**src/design/frame_crc16_checker_assert.svh**
```systemverilog
// Assertion macros shared by the frame CRC checker RTL.
// Each macro expects aclk and aresetn to exist in the including module.
`ifndef FRAME_CRC16_CHECKER_ASSERT_SVH
`define FRAME_CRC16_CHECKER_ASSERT_SVH

// Same-cycle implication, quiet while reset is asserted.
`define FCC_ASSERT_NOW(label, ante, cons, msg) \
    label: assert property (@(posedge aclk) disable iff (!aresetn) (ante) |-> (cons)) \
        else $error(msg);

// Next-cycle implication, quiet while reset is asserted.
`define FCC_ASSERT_NEXT(label, ante, cons, msg) \
    label: assert property (@(posedge aclk) disable iff (!aresetn) (ante) |=> (cons)) \
        else $error(msg);

`endif

```
**src/design/fcc_pkg.sv**
```systemverilog
// Shared types, constants and the CRC-16/MODBUS byte update for the frame checker.
// No dependencies.
`default_nettype none

package fcc_pkg;

    localparam int unsigned HEADER_BYTES = 4;
    localparam int unsigned POS_W        = 9;
    localparam logic [POS_W-1:0] POS_MAX = 9'd511;
    localparam logic [15:0] CRC_INIT     = 16'hFFFF;
    localparam logic [15:0] CRC_POLY     = 16'hA001;

    localparam logic [1:0] STATUS_OK       = 2'd0;
    localparam logic [1:0] STATUS_SHORT    = 2'd1;
    localparam logic [1:0] STATUS_MISMATCH = 2'd2;

    typedef struct packed {
        logic [7:0] data_byte;
        logic       end_of_frame;
    } fcc_in_t;

    typedef struct packed {
        logic [1:0] status;
        logic [7:0] payload_length;
    } fcc_out_t;

    // Reflected CRC-16 update over one byte, least significant bit first.
    function automatic logic [15:0] crc16_feed(input logic [15:0] crc, input logic [7:0] b);
        logic [15:0] c;
        c = crc ^ {8'h00, b};
        for (int k = 0; k < 8; k++) begin
            if (c[0]) begin
                c = (c >> 1) ^ CRC_POLY;
            end else begin
                c = c >> 1;
            end
        end
        return c;
    endfunction

endpackage

`default_nettype wire

```
**src/design/fcc_frame_track.sv**
```systemverilog
// Frame state for the checker: byte position, length, running CRC and verdict.
// Depends on fcc_pkg and frame_crc16_checker_assert.svh.
`default_nettype none

module fcc_frame_track
    import fcc_pkg::*;
(
    input  wire logic    aclk,
    input  wire logic    aresetn,
    input  wire fcc_in_t item,
    input  wire logic    advance,
    output fcc_out_t     result
);

    typedef enum logic [1:0] {
        V_PENDING,
        V_OK,
        V_MISMATCH
    } verdict_t;

    logic [POS_W-1:0] pos_reg, pos_next;
    logic [7:0]       len_reg, len_next;
    logic [15:0]      crc_reg, crc_next;
    logic [7:0]       crc_low_reg, crc_low_next;
    verdict_t         verdict_reg, verdict_next;
    logic [POS_W-1:0] crc_end;
    logic [15:0]      rx_crc;

    always_comb begin
        len_next     = (pos_reg == POS_W'(3)) ? item.data_byte : len_reg;
        crc_end      = POS_W'(HEADER_BYTES) + {1'b0, len_next};
        crc_next     = crc_reg;
        crc_low_next = crc_low_reg;
        verdict_next = verdict_reg;
        rx_crc       = {item.data_byte, crc_low_reg};

        if (verdict_reg == V_PENDING) begin
            if (pos_reg < crc_end) begin
                crc_next = crc16_feed(crc_reg, item.data_byte);
            end else if (pos_reg == crc_end) begin
                crc_low_next = item.data_byte;
            end else if (pos_reg == crc_end + POS_W'(1)) begin
                verdict_next = (rx_crc == crc_reg) ? V_OK : V_MISMATCH;
            end
        end

        pos_next = (pos_reg < POS_MAX) ? pos_reg + POS_W'(1) : pos_reg;

        case (verdict_next)
            V_OK:       result.status = STATUS_OK;
            V_MISMATCH: result.status = STATUS_MISMATCH;
            default:    result.status = STATUS_SHORT;
        endcase
        result.payload_length = len_next;
    end

    always_ff @(posedge aclk) begin
        if (!aresetn || (advance && item.end_of_frame)) begin
            pos_reg     <= '0;
            len_reg     <= '0;
            crc_reg     <= CRC_INIT;
            crc_low_reg <= '0;
            verdict_reg <= V_PENDING;
        end else if (advance) begin
            pos_reg     <= pos_next;
            len_reg     <= len_next;
            crc_reg     <= crc_next;
            crc_low_reg <= crc_low_next;
            verdict_reg <= verdict_next;
        end
    end

`include "frame_crc16_checker_assert.svh"

    // A verdict exists only once both CRC bytes have gone by.
    `FCC_ASSERT_NOW(a_verdict_after_crc, verdict_reg != V_PENDING, pos_reg >= ({1'b0, len_reg} + POS_W'(HEADER_BYTES + 2)), "verdict set before CRC bytes")
    // The length field stays zero until byte 3 has been taken.
    `FCC_ASSERT_NOW(a_len_before_hdr, pos_reg <= POS_W'(3), len_reg == 8'd0, "length captured too early")
    // Ending a frame restarts the position and the CRC.
    `FCC_ASSERT_NEXT(a_frame_restart, advance && item.end_of_frame, pos_reg == '0 && crc_reg == CRC_INIT && verdict_reg == V_PENDING, "frame state not restarted")

endmodule

`default_nettype wire

```
**config.mk**
```make
export PLATFORM = sky130hd
export DESIGN_NAME = fcc_frame_track
export DESIGN_NICKNAME = d
export VERILOG_FILES = /design/src/design/fcc_pkg.sv /design/src/design/fcc_frame_track.sv
export VERILOG_INCLUDE_DIRS = /design/src /design/src/design
export SDC_FILE = /design/constraint.sdc
export NUM_CORES = 1
export LEC_CHECK = 0
export ABC_AREA = 1
export BUFFER_PORTS_ARGS = -buffer_cell sky130_fd_sc_hd__buf_2
export CAP_MARGIN = 0
export CORE_MARGIN = 2
export CORE_UTILIZATION = 40
export DETAILED_ROUTE_END_ITERATION = 10
export PLACE_DENSITY_LB_ADDON = 0.3
export SLEW_MARGIN = 30
export SYNTH_ARGS = -nofsm -noshare
export SYNTH_HDL_FRONTEND = slang
export SYNTH_SLANG_ARGS = --single-unit
export TNS_END_PERCENT = 1
```
**constraint.sdc**
```tcl
create_clock -name aclk -period 7.9 [get_ports aclk]
set_input_delay 1.58 -clock aclk [delete_from_list [all_inputs] [get_ports aclk]]
set_output_delay 1.58 -clock aclk [all_outputs]
set_load 0.1 [all_outputs]
```
Word-level counts from Yosys, hierarchy flattened
Index checks and enable logic that the tools add are counted.
{"block": "word_totals", "register_bits": 43, "in_bits": 12, "out_inout_bits": 10, "elab_cells": 62}
{"block": "classes", "add_sub_neg": 3, "magnitude_cmp": 2, "eq_ne": 6, "muxes": 29, "bitwise": 10, "n_reduce_logical": 7}
{"operator": "$mux 16", "count": 22}
{"operator": "$not 2->3", "count": 8}
{"operator": "$add 9x1->9 const B", "count": 2}
{"operator": "$eq 9x9->1", "count": 2}
{"operator": "$eq 16x16->1", "count": 1}
{"operator": "$xor 16x8->16", "count": 1}
{"operator": "$mux 2", "count": 5}
{"operator": "$add 3x8->9 const A", "count": 1}
{"operator": "$eq 9x2->1 const B", "count": 1}
{"operator": "$lt 9x9->1", "count": 1}
{"operator": "$lt 9x9->1 const B", "count": 1}
{"operator": "$mux 8", "count": 1}
{"operator": "$pmux 2 s2", "count": 1}
{"operator": "$reduce_and 4->1", "count": 1}
{"operator": "$reduce_and 3->1", "count": 1}
{"operator": "$eq 2x1->1 const B", "count": 1}
{"operator": "$eq 2x2->1 const B", "count": 1}
{"operator": "$logic_not 2->1", "count": 1}
{"operator": "$reduce_and 2->1", "count": 1}
{"operator": "$logic_and 1x1->1", "count": 1}
{"operator": "$logic_not 1->1", "count": 1}
{"operator": "$logic_or 1x1->1", "count": 1}
{"operator": "$not 1->1", "count": 1}

Depth between registers and ports, before layout
{"block": "depth", "word_depth": 32, "mapped_depth": 25, "depth_no_buf": 24}

Worst setup path after synthesis
OpenSTA, ideal clock, no wires.
{"block": "synth_path", "path_kind": "input port to output port", "startpoint": "in item[6] (netlist bit)", "endpoint": "out result[8] (netlist bit)", "arrival_time_ps": 5178, "t_required_ps": 6320, "path_slack_ps": 1142, "stages": 19, "path_buffers": 0, "path_cell_list": "nand3_1 nand2_1 inv_1 nor2_2 nand3_2 nand2_2 inv_1 ha_1 nand2_1 nor2_1 nand3b_1 and3_1 nor3_1 nand4_1 nor2_1 nand3_1 nor2_2 a31oi_1 ha_1"}
{"element": "start, declared", "line_no": "fcc_frame_track.sv:10", "source": "input wire fcc_in_t item,"}
{"element": "end, declared", "line_no": "fcc_frame_track.sv:12", "source": "output fcc_out_t result"}

==> summary.md <==
| Metric | Value |
|---|---|
| Hold Path Class | `reg2reg` |
| Seq/Total Area, Yosys | `0.281` |
| Clock-pin slew on the worst setup and hold paths | `0.10 ns` |
| IO Pins | `22` |
| Clock Path Buffers | `2` |
| Setup Viol. Count Final | `0` |
| Reg2reg setup slack | `just under 4 ns` |
| Final HPWL DP | `between 5 and 6 mm` |
| Cells after Synth | `437` |
| WL/cell | `13.6 um` |
| Worst-skew pair later-pin latency | `0.31 ns` |
| Flops & latches, synth | `43` |
| WL met1 | `3.79 mm` |
| Die height | `around 90 um` |
| Max-slew violations | `0` |
| Die Wd | `about 92 um` |
| Maximum VDD drop | `109 uV` |
| Power per Cell Area | `approximately 170 nW/um^2` |
| Initial antenna violation count | `0` |
| Cell Rows | `31` |
| Critical path class | `in2out` |
| Netlist cell types | `38` |
| First-pass GRT wire length | `about 13 mm` |
| Highest routing layer actually used | `met4` |
| CP arrival | `4.77 ns` |
| Most frequent cells in the layout | `nand2_1, inv_1, dfxtp_1` |
| Overflow after GRT | `0` |
| DRT antenna net count | `0` |
| Die ar. | `8380 sq um` |
| RSZ-0062 raised after global routing | `no` |
| Crit. End Element | `output pin` |
| H-Tree Depth | `2` |
| Mean post-synth cell area | `7.01 sq um` |
| Fin crit period | `6.35 ns` |
| Hold Buf Count CTS | `0` |
| R2r endpoint | `crc_reg[3]` |
| Fillers | `736` |
| Reg2Reg Depth | `20` |
| Vias per cell | `about 5.1` |
| Largest register FFs | `16` |
| Initial Util | `0.418` |
| Final period util | `0.804` |
| CORE AREA | `between 7000 and 8000 sq um` |
| Post-CTS setup buffers | `0` |
| Hold Vio Cnt, Final | `0` |
| Largest net degree at the start of global routing | `28` |
| Dpl cells | `around 550` |
| Synth warn | `0` |
| Kind of start point of the critical path | `primary input` |
| DRC Markers | `0` |
| Post-cts repair resize count | `0` |
| F_max | `~160 MHz` |
| Max incr delay on CP | `0.42 ns` |
| Post-Route WL | `7.58 mm` |
| Hold endpoint | `len_reg[5]` |
| Flip-flop and latch area | `around 860 sq um` |
| Nets | `483` |
| Hold depth | `2` |
| Overall routing resource usage | `0.188` |
| Commonest non-fill, non-tap cell in the layout | `nand2_1` |
| Leakage | `1.56 nW` |
| N_diodes | `0` |
| Least-Margin Pin Slew | `about 0.87 ns` |
| CP required | `approximately 6.3 ns` |
| FF-to-FF Start | `pos_reg[1]` |
| Clk_skew | `between 0.008 and 0.009 ns` |
| WL met3 | `420 um` |
| Vias | `about 2800` |
| Finished Layout Cells | `557` |
| Synth-to-layout area growth | `9.84%` |
| Vias in the first global route | `about 2600` |
| Port Buf Inserts | `21` |
| Setup TNS | `0 ns` |
| Status | `completed` |
| Layout Utilization | `0.459` |
| Initial DRC count | `about 180` |
| Root buf cell | `clkbuf_8` |
| Crit-path slowest cell | `buf_2` |
| Crit path cell chain | `buf_2 > nand3_1 > nand2_4 > ha_1 > nand2_4 > nor2_2 > nand3_1 > ha_1 > nand2_1 > nor2_1 > nand3b_1 > and3_1 > nor3_1 > nand4_1 > nor2_1 > nand3_1 > nor2_2 > a31oi_1 > ha_1 > buf_2` |
| Max-slew headroom | `0.417` |
| Hold_sp | `len_reg[5]` |
| Fraction of layout cells with a size suffix above 1 | `0.168` |
| CP max FO | `7` |
| Multi-input combinational cell area | `~2000 sq um` |
| CTS sink count | `43` |
| CTS tree | `built` |
| CTS buffer count | `5` |
| Met2 wire length | `3.23 mm` |
| Initial DRT Pass Iterations | `4` |
| Routability Congestion | `1.04` |
| Max-cap violations | `0` |
| Syn Nets | `463` |
| Netlist Area Pre-Place | `3070 sq um` |
==> synthesized netlist by cell type (all sizes together) <==
| cell | n | share of area |
|---|---|---|
| o21a | 2 | 0.0049 |
| inv | 54 | 0.066 |
| nand4 | 11 | 0.024 |
| and3 | 1 | 0.0020 |
| nor2 | 47 | 0.072 |
| nor4b | 2 | 0.0057 |
| buf | 1 | 0.0065 |
| a31oi | 2 | 0.0041 |
| o21ai | 29 | 0.053 |
| clkinv | 1 | 0.0012 |
| dfxtp | 43 | 0.28 |
| o22ai | 1 | 0.0020 |
| nand3b | 2 | 0.0049 |
| nand3 | 33 | 0.060 |
| xor2 | 17 | 0.049 |
| clkbuf | 8 | 0.0098 |
| and2 | 1 | 0.0020 |
| ha | 14 | 0.057 |
| a21oi | 26 | 0.044 |
| o211ai | 7 | 0.017 |
| a211oi | 5 | 0.012 |
| nor4 | 1 | 0.0020 |
| xnor2 | 16 | 0.046 |
| nor3 | 6 | 0.0098 |
| or2 | 4 | 0.0082 |
| nand2 | 103 | 0.16 |
==> how the worst max path moves through the flow <==
stage | startpoint | endpoint
3_5_place_dp | item[3] | result[8]
5_1_grt | item[3] | result[8]
6_report | item[3] | result[8]
3_3_place_gp | item[3] | result[8]
2_1_floorplan | item[6] | result[8]
4_1_cts | item[3] | result[8]
==> power by group <==
group | switching [mW] | internal (mW)
Sequential | 0.0117 | 0.229
Combinational | 0.103 | 0.0512
Clock | 0.0913 | 0.0955
==> routing by layer <==
metal  GRT usage  up-vias
li1            -     1473
met5           0        -
met1       0.262     1288
met4      0.0606        0
met2       0.289       71
met3      0.0382       14
==> stage by stage <==
| step | total power [mW] | setup WS, ns | hold slack (ns) | instance area, sq um |
|---|---|---|---|---|
| after floorplan | 0.367 | 1.14 | 0.442 | 3070 |
| after global placement | 0.396 | 1.69 | 0.465 | 3250 |
| after detailed placement | 0.399 | 1.58 | 0.470 | 3250 |
| after CTS | 0.584 | 1.56 | 0.497 | 3370 |
| after global routing | 0.613 | 1.25 | 0.513 | 3370 |
| final | 0.581 | 1.55 | 0.496 | 3370 |
==> final cells by class <==
type,instances,area share
clock inverter,3,0.0137
tap,99,0.0368
inverter,55,0.0613
timing repair buffer,22,0.0334
sequential,43,0.256
multi-input combinational,330,0.579
clock buffer,5,0.0204
==> kinds of logic after synthesis <==
logic type               Yosys count  synth area share
flip-flops                        43             0.281
buffers and inverters             64            0.0837
AO/OA/AOI/OAI                     72             0.138
AND/OR/NAND/NOR                  211             0.347
adder cells (fa/ha/maj)           14            0.0571
XOR/XNOR                          33            0.0943
==> critical path, delay by kind of cell <==
| kind | cells | cell delay (ns) |
|---|---|---|
| and+or+nand+nor | 14 | 1.70 |
| adders and majority gates | 3 | 0.87 |
| buffers and inverters | 2 | 0.54 |
| AOI/OAI and AO/OA | 1 | 0.09 |
Note: power is estimated with default switching activity, not from simulation.
